`src/spq_pkg.sv`:
```
package spq_pkg;

   localparam int TAG_BITS      = 16;
   localparam int PRIO_BITS     = 3;
   localparam int STATUS_BITS   = 2;
   localparam int OUT_NUM_BITS  = 32;
   localparam int PRIO_LEVELS   = 8;

   localparam logic REQ_ADD = 1'b0;
   localparam logic REQ_POP = 1'b1;

   localparam logic [STATUS_BITS-1:0] STATUS_DONE  = 2'd0;
   localparam logic [STATUS_BITS-1:0] STATUS_EMPTY = 2'd1;
   localparam logic [STATUS_BITS-1:0] STATUS_FULL  = 2'd2;

   typedef struct packed {
      logic [PRIO_BITS-1:0] prio;
      logic [TAG_BITS-1:0]  tag;
   } entry_type;

   typedef struct packed {
      logic push;
      logic pop;
   } cmd_type;

endpackage

```
`src/stable_priority_task_queue.sv`:
```
// A result word is valid in the cycle after its request word is accepted.
// Throughput: one request word per cycle while no result word waits on rsp_tready;
// each add or pop moves the whole sorted cell chain by at most one place.
// Reset: synchronous, active high; empties every cell, zeroes the task counter
// and drops any pending result word.
module stable_priority_task_queue
   import spq_pkg::*;
#(
   parameter int QUEUE_DEPTH = 16,
   parameter int NUMBER_BITS = 32
) (
   input  logic        clock,
   input  logic        reset,
   input  logic        req_tvalid,
   output logic        req_tready,
   input  logic [23:0] req_tdata,   // priority_req[2:0], task_tag[18:3], zero[23:19]
   input  logic        req_tuser,   // req_type[0]
   output logic        rsp_tvalid,
   input  logic        rsp_tready,
   output logic [55:0] rsp_tdata,   // out_tag[15:0], out_priority[18:16],
                                    // task_number[50:19], has_tasks[51], zero[55:52]
   output logic [1:0]  rsp_tuser    // status[1:0]
);

   logic                   accept;
   logic                   full;
   cmd_type                cmd;
   entry_type              new_data;
   logic [PRIO_BITS-1:0]   req_prio;
   logic [NUMBER_BITS-1:0] next_number_ff;
   logic [NUMBER_BITS-1:0] next_number_in;

   logic [QUEUE_DEPTH-1:0] vld;
   logic [QUEUE_DEPTH-1:0] ins_vec;
   entry_type              data_arr [QUEUE_DEPTH];
   logic [NUMBER_BITS-1:0] num_arr  [QUEUE_DEPTH];

   logic                   rsp_valid_ff;
   logic                   rsp_valid_in;
   logic [STATUS_BITS-1:0] status_ff;
   logic [STATUS_BITS-1:0] status_in;
   entry_type              out_ff;
   entry_type              out_in;
   logic [OUT_NUM_BITS-1:0] out_num_ff;
   logic [OUT_NUM_BITS-1:0] out_num_in;
   logic                   has_tasks_ff;
   logic                   has_tasks_in;

   logic [NUMBER_BITS+OUT_NUM_BITS-1:0] stamp_ext;
   logic [NUMBER_BITS+OUT_NUM_BITS-1:0] head_ext;

   assign req_tready = !rsp_valid_ff || rsp_tready;
   assign accept     = req_tvalid && req_tready;
   assign full       = vld[QUEUE_DEPTH-1];

   assign req_prio = req_tdata[PRIO_BITS-1:0];
   always_comb begin
      new_data.tag  = req_tdata[PRIO_BITS+TAG_BITS-1:PRIO_BITS];
      new_data.prio = req_prio;
      if (32'(req_prio) > 32'(PRIO_LEVELS - 1)) begin
         new_data.prio = PRIO_BITS'(PRIO_LEVELS - 1);
      end
   end

   assign cmd.push = accept && (req_tuser == REQ_ADD) && !full;
   assign cmd.pop  = accept && (req_tuser == REQ_POP);

   genvar gi;
   generate
      for (gi = 0; gi < QUEUE_DEPTH; gi++) begin : g_cell
         logic                   lv;
         entry_type              ld;
         logic [NUMBER_BITS-1:0] ln;
         logic                   li;
         logic                   rv;
         entry_type              rd;
         logic [NUMBER_BITS-1:0] rn;
         if (gi == 0) begin : g_head
            assign lv = 1'b0;
            assign ld = new_data;
            assign ln = next_number_ff;
            assign li = 1'b0;
         end else begin : g_body
            assign lv = vld[gi-1];
            assign ld = data_arr[gi-1];
            assign ln = num_arr[gi-1];
            assign li = ins_vec[gi-1];
         end
         if (gi == QUEUE_DEPTH - 1) begin : g_tail
            assign rv = 1'b0;
            assign rd = new_data;
            assign rn = next_number_ff;
         end else begin : g_mid
            assign rv = vld[gi+1];
            assign rd = data_arr[gi+1];
            assign rn = num_arr[gi+1];
         end
         spq_cell #(
            .NUMBER_BITS(NUMBER_BITS)
         ) u_cell (
            .clock       (clock),
            .reset       (reset),
            .cmd         (cmd),
            .new_data    (new_data),
            .new_number  (next_number_ff),
            .left_valid  (lv),
            .left_data   (ld),
            .left_number (ln),
            .left_ins    (li),
            .right_valid (rv),
            .right_data  (rd),
            .right_number(rn),
            .valid       (vld[gi]),
            .data        (data_arr[gi]),
            .number      (num_arr[gi]),
            .ins         (ins_vec[gi])
         );
      end
   endgenerate

   assign stamp_ext = {{OUT_NUM_BITS{1'b0}}, next_number_ff};
   assign head_ext  = {{OUT_NUM_BITS{1'b0}}, num_arr[0]};

   always_comb begin
      next_number_in = next_number_ff;
      rsp_valid_in   = rsp_valid_ff;
      status_in      = status_ff;
      out_in         = out_ff;
      out_num_in     = out_num_ff;
      has_tasks_in   = has_tasks_ff;
      if (rsp_tvalid && rsp_tready) begin
         rsp_valid_in = 1'b0;
      end
      if (accept) begin
         rsp_valid_in = 1'b1;
         if (req_tuser == REQ_ADD) begin
            next_number_in = next_number_ff + NUMBER_BITS'(1);
            status_in      = full ? STATUS_FULL : STATUS_DONE;
            out_in         = new_data;
            out_num_in     = stamp_ext[OUT_NUM_BITS-1:0];
            has_tasks_in   = 1'b1;
         end else if (vld[0]) begin
            status_in    = STATUS_DONE;
            out_in       = data_arr[0];
            out_num_in   = head_ext[OUT_NUM_BITS-1:0];
            has_tasks_in = vld[1];
         end else begin
            status_in    = STATUS_EMPTY;
            out_in       = '0;
            out_num_in   = '0;
            has_tasks_in = 1'b0;
         end
      end
   end

   always_ff @(posedge clock) begin
      if (reset) begin
         next_number_ff <= '0;
         rsp_valid_ff   <= 1'b0;
      end else begin
         next_number_ff <= next_number_in;
         rsp_valid_ff   <= rsp_valid_in;
      end
   end

   always_ff @(posedge clock) begin
      status_ff    <= status_in;
      out_ff       <= out_in;
      out_num_ff   <= out_num_in;
      has_tasks_ff <= has_tasks_in;
   end

   assign rsp_tvalid = rsp_valid_ff;
   assign rsp_tuser  = status_ff;
   assign rsp_tdata  = {4'd0, has_tasks_ff, out_num_ff, out_ff.prio, out_ff.tag};

   // filled cells form an unbroken run from the head
   a_packed_chain: assert property (@(posedge clock) disable iff (reset)
      (vld & (vld + QUEUE_DEPTH'(1))) == '0)
      else $error("chain has a hole");

   a_head_order: assert property (@(posedge clock) disable iff (reset)
      vld[1] |-> (data_arr[0].prio >= data_arr[1].prio))
      else $error("head outranked by second cell");

   a_has_tasks: assert property (@(posedge clock) disable iff (reset)
      rsp_valid_ff |-> (has_tasks_ff == vld[0]))
      else $error("has_tasks disagrees with chain");

   a_full_drop: assert property (@(posedge clock) disable iff (reset)
      (accept && req_tuser == REQ_ADD && full) |=> $stable(vld))
      else $error("dropped add changed the chain");

   a_count_step: assert property (@(posedge clock) disable iff (reset)
      (accept && req_tuser == REQ_ADD) |=>
         (next_number_ff == $past(next_number_ff) + NUMBER_BITS'(1)))
      else $error("task number did not advance");

endmodule

```
`src/spq_cell.sv`:
```
module spq_cell
   import spq_pkg::*;
#(
   parameter int NUMBER_BITS = 32
) (
   input  logic                   clock,
   input  logic                   reset,
   input  cmd_type                cmd,
   input  entry_type              new_data,
   input  logic [NUMBER_BITS-1:0] new_number,
   input  logic                   left_valid,
   input  entry_type              left_data,
   input  logic [NUMBER_BITS-1:0] left_number,
   input  logic                   left_ins,
   input  logic                   right_valid,
   input  entry_type              right_data,
   input  logic [NUMBER_BITS-1:0] right_number,
   output logic                   valid,
   output entry_type              data,
   output logic [NUMBER_BITS-1:0] number,
   output logic                   ins
);

   logic                   valid_ff;
   logic                   valid_in;
   entry_type              data_ff;
   entry_type              data_in;
   logic [NUMBER_BITS-1:0] number_ff;
   logic [NUMBER_BITS-1:0] number_in;

   // insert at or ahead of this cell when it is empty or holds a lower priority
   assign ins = !valid_ff || (new_data.prio > data_ff.prio);

   always_comb begin
      valid_in  = valid_ff;
      data_in   = data_ff;
      number_in = number_ff;
      priority if (cmd.pop) begin
         valid_in  = right_valid;
         data_in   = right_data;
         number_in = right_number;
      end else if (cmd.push && ins && left_ins) begin
         valid_in  = left_valid;
         data_in   = left_data;
         number_in = left_number;
      end else if (cmd.push && ins) begin
         valid_in  = 1'b1;
         data_in   = new_data;
         number_in = new_number;
      end
   end

   always_ff @(posedge clock) begin
      if (reset) begin
         valid_ff <= 1'b0;
      end else begin
         valid_ff <= valid_in;
      end
   end

   always_ff @(posedge clock) begin
      data_ff   <= data_in;
      number_ff <= number_in;
   end

   assign valid  = valid_ff;
   assign data   = data_ff;
   assign number = number_ff;

endmodule

```
`config.mk`:
```
export PLATFORM = sky130hd
export DESIGN_NAME = stable_priority_task_queue
export DESIGN_NICKNAME = d
export VERILOG_FILES = /design/src/spq_pkg.sv /design/src/stable_priority_task_queue.sv /design/src/spq_cell.sv
export SDC_FILE = /design/constraint.sdc
export NUM_CORES = 2
export LEC_CHECK = 0
export BUFFER_PORTS_ARGS = -buffer_cell sky130_fd_sc_hd__buf_2
export CAP_MARGIN = 5
export CORE_MARGIN = 8
export CORE_UTILIZATION = 29
export CTS_CLUSTER_SIZE = 16
export DETAILED_ROUTE_END_ITERATION = 12
export MAX_ROUTING_LAYER = met4
export SYNTH_ARGS = -nofsm -noshare
export SYNTH_HDL_FRONTEND = slang
export SYNTH_SLANG_ARGS = --single-unit
export TNS_END_PERCENT = 10
```
`constraint.sdc`:
```
create_clock -name clock -period 14.5 [get_ports clock]
set_input_delay 0.725 -clock clock [delete_from_list [all_inputs] [get_ports clock]]
set_output_delay 0.725 -clock clock [all_outputs]
set_load 0.05 [all_outputs]
```
# After elaboration in Yosys (flattened, before gate mapping)
# Cells that the tools add are included.
[totals] latchBits=0 input_bits=29 reg_bits=919 elab_cells=329 output_inout_bits=60 n_memories=0 mem_bits_rw=0 romBits=0
[op_classes] n_bitwise=1 multipliers=0 div_mod_pow=0 shifts=0 n_mux=150 order_cmp=16 addsub=1 n_reduce_logical=90 n_eq_ne=0
[op_table] cell="32-bit 2-to-1 mux" n=49
[op_table] cell="19-bit 2-to-1 mux" n=49
[op_table] cell="1-bit 2-to-1 mux" n=50
[op_table] cell="3-bit greater-than comparator" n=16
[op_table] cell="3-bit nonzero test" n=15
[op_table] cell="1-bit logical AND" n=36
[op_table] cell="32-bit by 1-bit adder with 32-bit output, second input constant" n=1
[op_table] cell="1-bit zero test" n=17
[op_table] cell="1-bit logical OR" n=17
[op_table] cell="2-bit nonzero test" n=3
[op_table] cell="2-bit 2-to-1 mux" n=2
[op_table] cell="2-bit AND reduction" n=1
[op_table] cell="2-bit OR reduction" n=1
[op_table] cell="1-bit inverter" n=1

# Longest topological paths before layout
[logic_depth] ltp_word=9 depth_mapped=10 mapped_depth_nobuf=7

# Cells and area by module
# Synthesis repeated with hierarchy kept, for this count alone.
[unflattened] hier_cells=4137 area_unflattened_um2=48759.3
[modules_own_cells] module="spq_cell at g_cell[15].u_cell ..." seq_area_each_um2=1551.5 n_inst=10 area_per_inst_um2=2681.3 cells_each=192
[modules_own_cells] module="spq_cell at g_cell[0].u_cell ..." seq_area_each_um2=1551.5 n_inst=6 area_per_inst_um2=2970.3 cells_each=298
[modules_own_cells] module="stable_priority_task_queue" seq_area_each_um2=2282.2 n_inst=1 area_per_inst_um2=4124.0 cells_each=429

# Worst setup path before layout
# Ideal clock, no wire load.
[synth_timing] path_kind="input-to-reg" startpoint="in req_tdata[0]" endpoint="reg g_cell[2].u_cell.data_ff (netlist bit g_cell[2].u_cell.data[0]), enable pin" n_path_buf=2 path_slack_ps=8147 path_stages=8 t_required_ps=13970 arrival_ps=5823 path_cell_list="inv_1 > ha_1 > and3_1 > o21ai_1 > nand2_1 > clkbuf_1 > clkbuf_1 > o21ai_0"
[synth_between] elab_chain_cells=5 elab_cells_between_ends=7 classes_between="order compare: 2; reduce/logical: 5"
[synth_lines] element="start: declaration" line="stable_priority_task_queue.sv:16" rtl="input logic [23:0] req_tdata,"
[synth_lines] element="3-bit greater-than comparator" line="spq_cell.sv:32" rtl="assign ins = !valid_ff || (new_data.prio > data_ff.prio);"
[synth_lines] element="1-bit logical OR" line="spq_cell.sv:32"
[synth_lines] element="1-bit logical AND" line="spq_cell.sv:42, spq_cell.sv:46"
[synth_lines] element="1-bit logical AND" line="spq_cell.sv:42" rtl="end else if (cmd.push && ins && left_ins) begin"
[synth_lines] element="3-bit nonzero test (no line) (*)"
[synth_lines] element="end signal: assignment" line="spq_cell.sv:62" rtl="data_ff <= data_in;"
[synth_lines] element="end: declaration" line="spq_cell.sv:26" rtl="entry_type data_ff;"
# Mark *: on every way between the ends. The rest lies on a longest branch, timed or not.
# A chain may end at the register's enable or synchronous reset.

# Final worst setup path
[layout_timing] startpoint="reg rsp_valid_ff, in the netlist rsp_tvalid" endpoint="reg g_cell[10].u_cell.number_ff[12] (data pin)"
[layout_between] elab_chain_cells=9 elab_cells_between_ends=10 classes_between="mux: 2; reduce/logical: 8"
[layout_lines] element="start: declaration" line="stable_priority_task_queue.sv:38" rtl="logic rsp_valid_ff;"
[layout_lines] element="start signal: assignment" line="stable_priority_task_queue.sv:162" rtl="rsp_valid_ff <= rsp_valid_in;"
[layout_lines] element="1-bit zero test (*)" line="stable_priority_task_queue.sv:52" rtl="assign req_tready = !rsp_valid_ff || rsp_tready;"
[layout_lines] element="1-bit logical OR (*)" line="stable_priority_task_queue.sv:52"
[layout_lines] element="1-bit logical AND (*)" line="stable_priority_task_queue.sv:53" rtl="assign accept = req_tvalid && req_tready;"
[layout_lines] element="1-bit logical AND (2 in series)" line="stable_priority_task_queue.sv:65" rtl="assign cmd.push = accept && (req_tuser == REQ_ADD) && !full;"
[layout_lines] element="1-bit logical AND (2 in series)" line="spq_cell.sv:42"
[layout_lines] element="32-bit 2-to-1 mux" line="spq_cell.sv:42"
[layout_lines] element="32-bit 2-to-1 mux (*)" line="spq_cell.sv:38" rtl="priority if (cmd.pop) begin"
[layout_lines] element="named net g_cell[10].u_cell.number_in[12]" line="spq_cell.sv:29" rtl="logic [NUMBER_BITS-1:0] number_in;"
[layout_lines] element="end signal: assignment" line="spq_cell.sv:63" rtl="number_ff <= number_in;"
[layout_lines] element="end: declaration" line="spq_cell.sv:28" rtl="logic [NUMBER_BITS-1:0] number_ff;"
# Mark *: on every way through the listed nets, which the timed path passes. The rest lies on a longest branch.

==> impl_metrics.py <==
metrics = {
    "status": {
        "status": "finished clean",
    },
    "place": {
        "dp_hpwl_mm": 91.10,
        "port_buffers": 79,
        "dp_cells": 6857,
        "place_congestion": 0.8105,
        "dpl_cell_area_mm2": 0.04978,
    },
    "power": {
        "leakagePower_uw": 0.01694,
        "ir_worst_vdd_mv": 0.1124,
        "power_density_mw_per_mm2": 132.4,
    },
    "timing": {
        "slew_headroom": 0.1780,
        "slew_violations": 0,
        "setup_violations": 0,
        "rsz0062_at_grt": "false",
        "timing.final.crit_share": 0.3368,
        "hold_viol_final": 0,
        "min_period_ns": 4.884,
        "whs_ns": 0.4938,
        "skew_ns": 0.01842,
        "max_freq_mhz": 204.7,
        "tightest_slew_ns": 1.233,
        "fin_setup_tns_ns": 0,
    },
    "cts": {
        "clk_latency_ns": 0.70,
        "numCtsBuffers": 90,
        "path_clk_slew_ns": 0.06,
        "cts_tree": "built",
        "cts_root_buf": "clkbuf_16",
        "clockBufferDepth": 3,
        "cts_setup_buffers": 0,
        "post_cts_resized": 0,
        "cts_sinks": 919,
        "hold_buffers": 0,
        "htree_levels": 3,
    },
    "worst_setup_path": {
        "crit_fanout": 100,
        "end_kind": "flip-flop",
        "crit_type": "reg -> reg",
        "setup.worst_path.start_class": "flip-flop",
        "r2r_cells": 8,
        "cp.arrival_ns": 5.42,
        "required_ns": 15.04,
    },
    "global_routing": {
        "antenna_found_initial": 5,
        "grt_usage": 0.1895,
        "overflow": 0,
        "grt_max_degree": 206,
        "grt_pass1_wl_mm": 261.9,
        "grt_pass1_vias": 41260,
    },
    "die": {
        "die-area_mm2": 0.1798,
        "die_h_um": 424.1,
        "io-pin-count": 89,
        "core_mm2": 0.1652,
        "num_rows": 149,
        "dieWidth_um": 424.1,
        "start_util": 0.2924,
    },
    "layout": {
        "areaGrowthSynthToFinish_pct": 9.003,
        "final_cell_mix": "edfxtp_1, o21ai_0, nor2_1",
        "final_common_cell": "edfxtp_1",
        "final_cells": 7025,
        "final_cell_area_mm2": 0.05264,
        "drive_gt1_frac": 0.07137,
        "fill_cells": 17120,
        "nets": 4835,
    },
    "routing": {
        "vias": 42630,
        "via_per_inst": 6.069,
        "drc": 0,
        "avgRoutedWirePerCell_um": 24.98,
        "drt_iter0_drc": 5955,
        "antenna_left": 0,
        "drt_first_pass_iters": 6,
        "wl_mm": 175.5,
    },
    "synthesis": {
        "ys.flop_type": "edfxtp_1",
        "ys_warn_count": 0,
        "synth_edf_count": 870,
        "syn_area_mm2": 0.04829,
        "syn_inst": 5081,
        "synth_cell_types": 51,
        "synth_seq_area_share": 0.5613,
        "synthArstFlopShare": 0,
        "synth-seq-cells": 919,
        "avgSynthCellArea_um2": 9.505,
    },
    "worst_hold_path": {
        "min_path_cells": 3,
        "hold_class": "in -> reg",
    },
    "job": {
        "max_cap_viol_count": 0,
    },
}
-- area by class of cell --
type / instances / area [um2] / share of cell area
Sequential cell: 919 / 27110 / 0.5149
Inverter: 90 / 337.8 / 0.006417
Timing Repair Buffer: 163 / 1039 / 0.01973
Clock buffer: 115 / 2399 / 0.04556
Multi-Input combinational cell: 3496 / 18560 / 0.3526
Antenna cell: 2 / 5.005 / 0.00009507
Tap cell: 2189 / 2739 / 0.05203
Clock inverter: 51 / 454.2 / 0.008628
-- logic make-up (layout without fill, tap and decap cells) --
kind of cell | after synthesis | in the layout | share of synthesized area
DFF | 919 | 919 | 0.5613
adders and majority gates | 46 | 46 | 0.01192
and+or+nand+nor | 1058 | 1058 | 0.08982
xor gates and xnor gates | 23 | 23 | 0.004171
muxes | 5 | 5 | 0.001036
AOI/OAI and AO/OA | 2360 | 2360 | 0.2686
buffers and inverters | 669 | 419 | 0.06306
other | 1 | 6 | 0.00007765
-- metrics by stage --
step           setup WS, ns  power (uW)  utilization
2_1_floorplan         8.147        4160            -
3_3_place_gp          9.320        4567       0.3014
3_5_place_dp          9.322        4594       0.3014
4_1_cts               9.809        6964       0.3187
5_1_grt               9.522        7175       0.3187
6_report              9.616        6972       0.3187
-- metal layers --
layer  part of all wire  global-route usage  vias up
li1                   -                   -    18320
met1               0.39              0.2399    21130
met2               0.47              0.3047     2714
met3              0.097             0.02724      478
met4              0.043             0.08005        0
met5                  0                   -        -
-- flip-flops by register name, indices dropped and copies added, names as in the netlist --
register / count
g_cell.u_cell.data: 304
g_cell.u_cell.valid: 16
rsp_tvalid: 1
g_cell.ln: 32
rsp_tdata: 19
out_num_ff: 32
has_tasks_ff: 1
g_cell.u_cell.number: 512
rsp_tuser: 2
-- cells in the mapped netlist, types with 13 or more instances --
cell | n | share of area
edfxtp_1 | 870 | 0.54
o21ai_0 | 818 | 0.085
nor2_1 | 760 | 0.059
a31oi_1 | 714 | 0.092
a21oi_1 | 700 | 0.073
clkbuf_1 | 441 | 0.034
nand2_1 | 169 | 0.013
inv_1 | 89 | 0.0069
o21ai_1 | 59 | 0.0061
buf_6 | 53 | 0.012
buf_2 | 49 | 0.0051
dfxtp_1 | 49 | 0.020
ha_1 | 46 | 0.012
a22oi_1 | 26 | 0.0040
nand4_1 | 25 | 0.0032
xnor2_1 | 23 | 0.0042
buf_4 | 20 | 0.0031
nand3_1 | 17 | 0.0018
buf_1 | 16 | 0.0012
nor2b_1 | 16 | 0.0021
o21a_1 | 14 | 0.0022
nor3_1 | 13 | 0.0013
-- worst paths after layout --
| kind | startpoint | end | slack [ns] |
|---|---|---|---|
| setup / recovery | rsp_tvalid | g_cell[10].u_cell.number[12] | 9.62 |
| setup reg to reg | rsp_tvalid | g_cell[10].u_cell.number[12] | 9.62 |
| hold reg to reg | g_cell[0].u_cell.data[11] | rsp_tdata[11] | 0.56 |
| hold / removal | req_tvalid | rsp_tvalid | 0.49 |
-- critical path, stage by stage (launching register included) --
cell     delay [ns]
dfxtp_1        0.31
nor2b_4        0.19
inv_1          0.22
and3_4         0.95
buf_4          0.77
buf_4          0.97
buf_4          0.71
a31oi_1        0.19
a21oi_1        0.21
-- power by group --
part	internal [uW]	switching [uW]
Combinational	269	912
Sequential	3260	140
Clock	1310	1080
No activity file was read; power rests on OpenSTA's default activity.
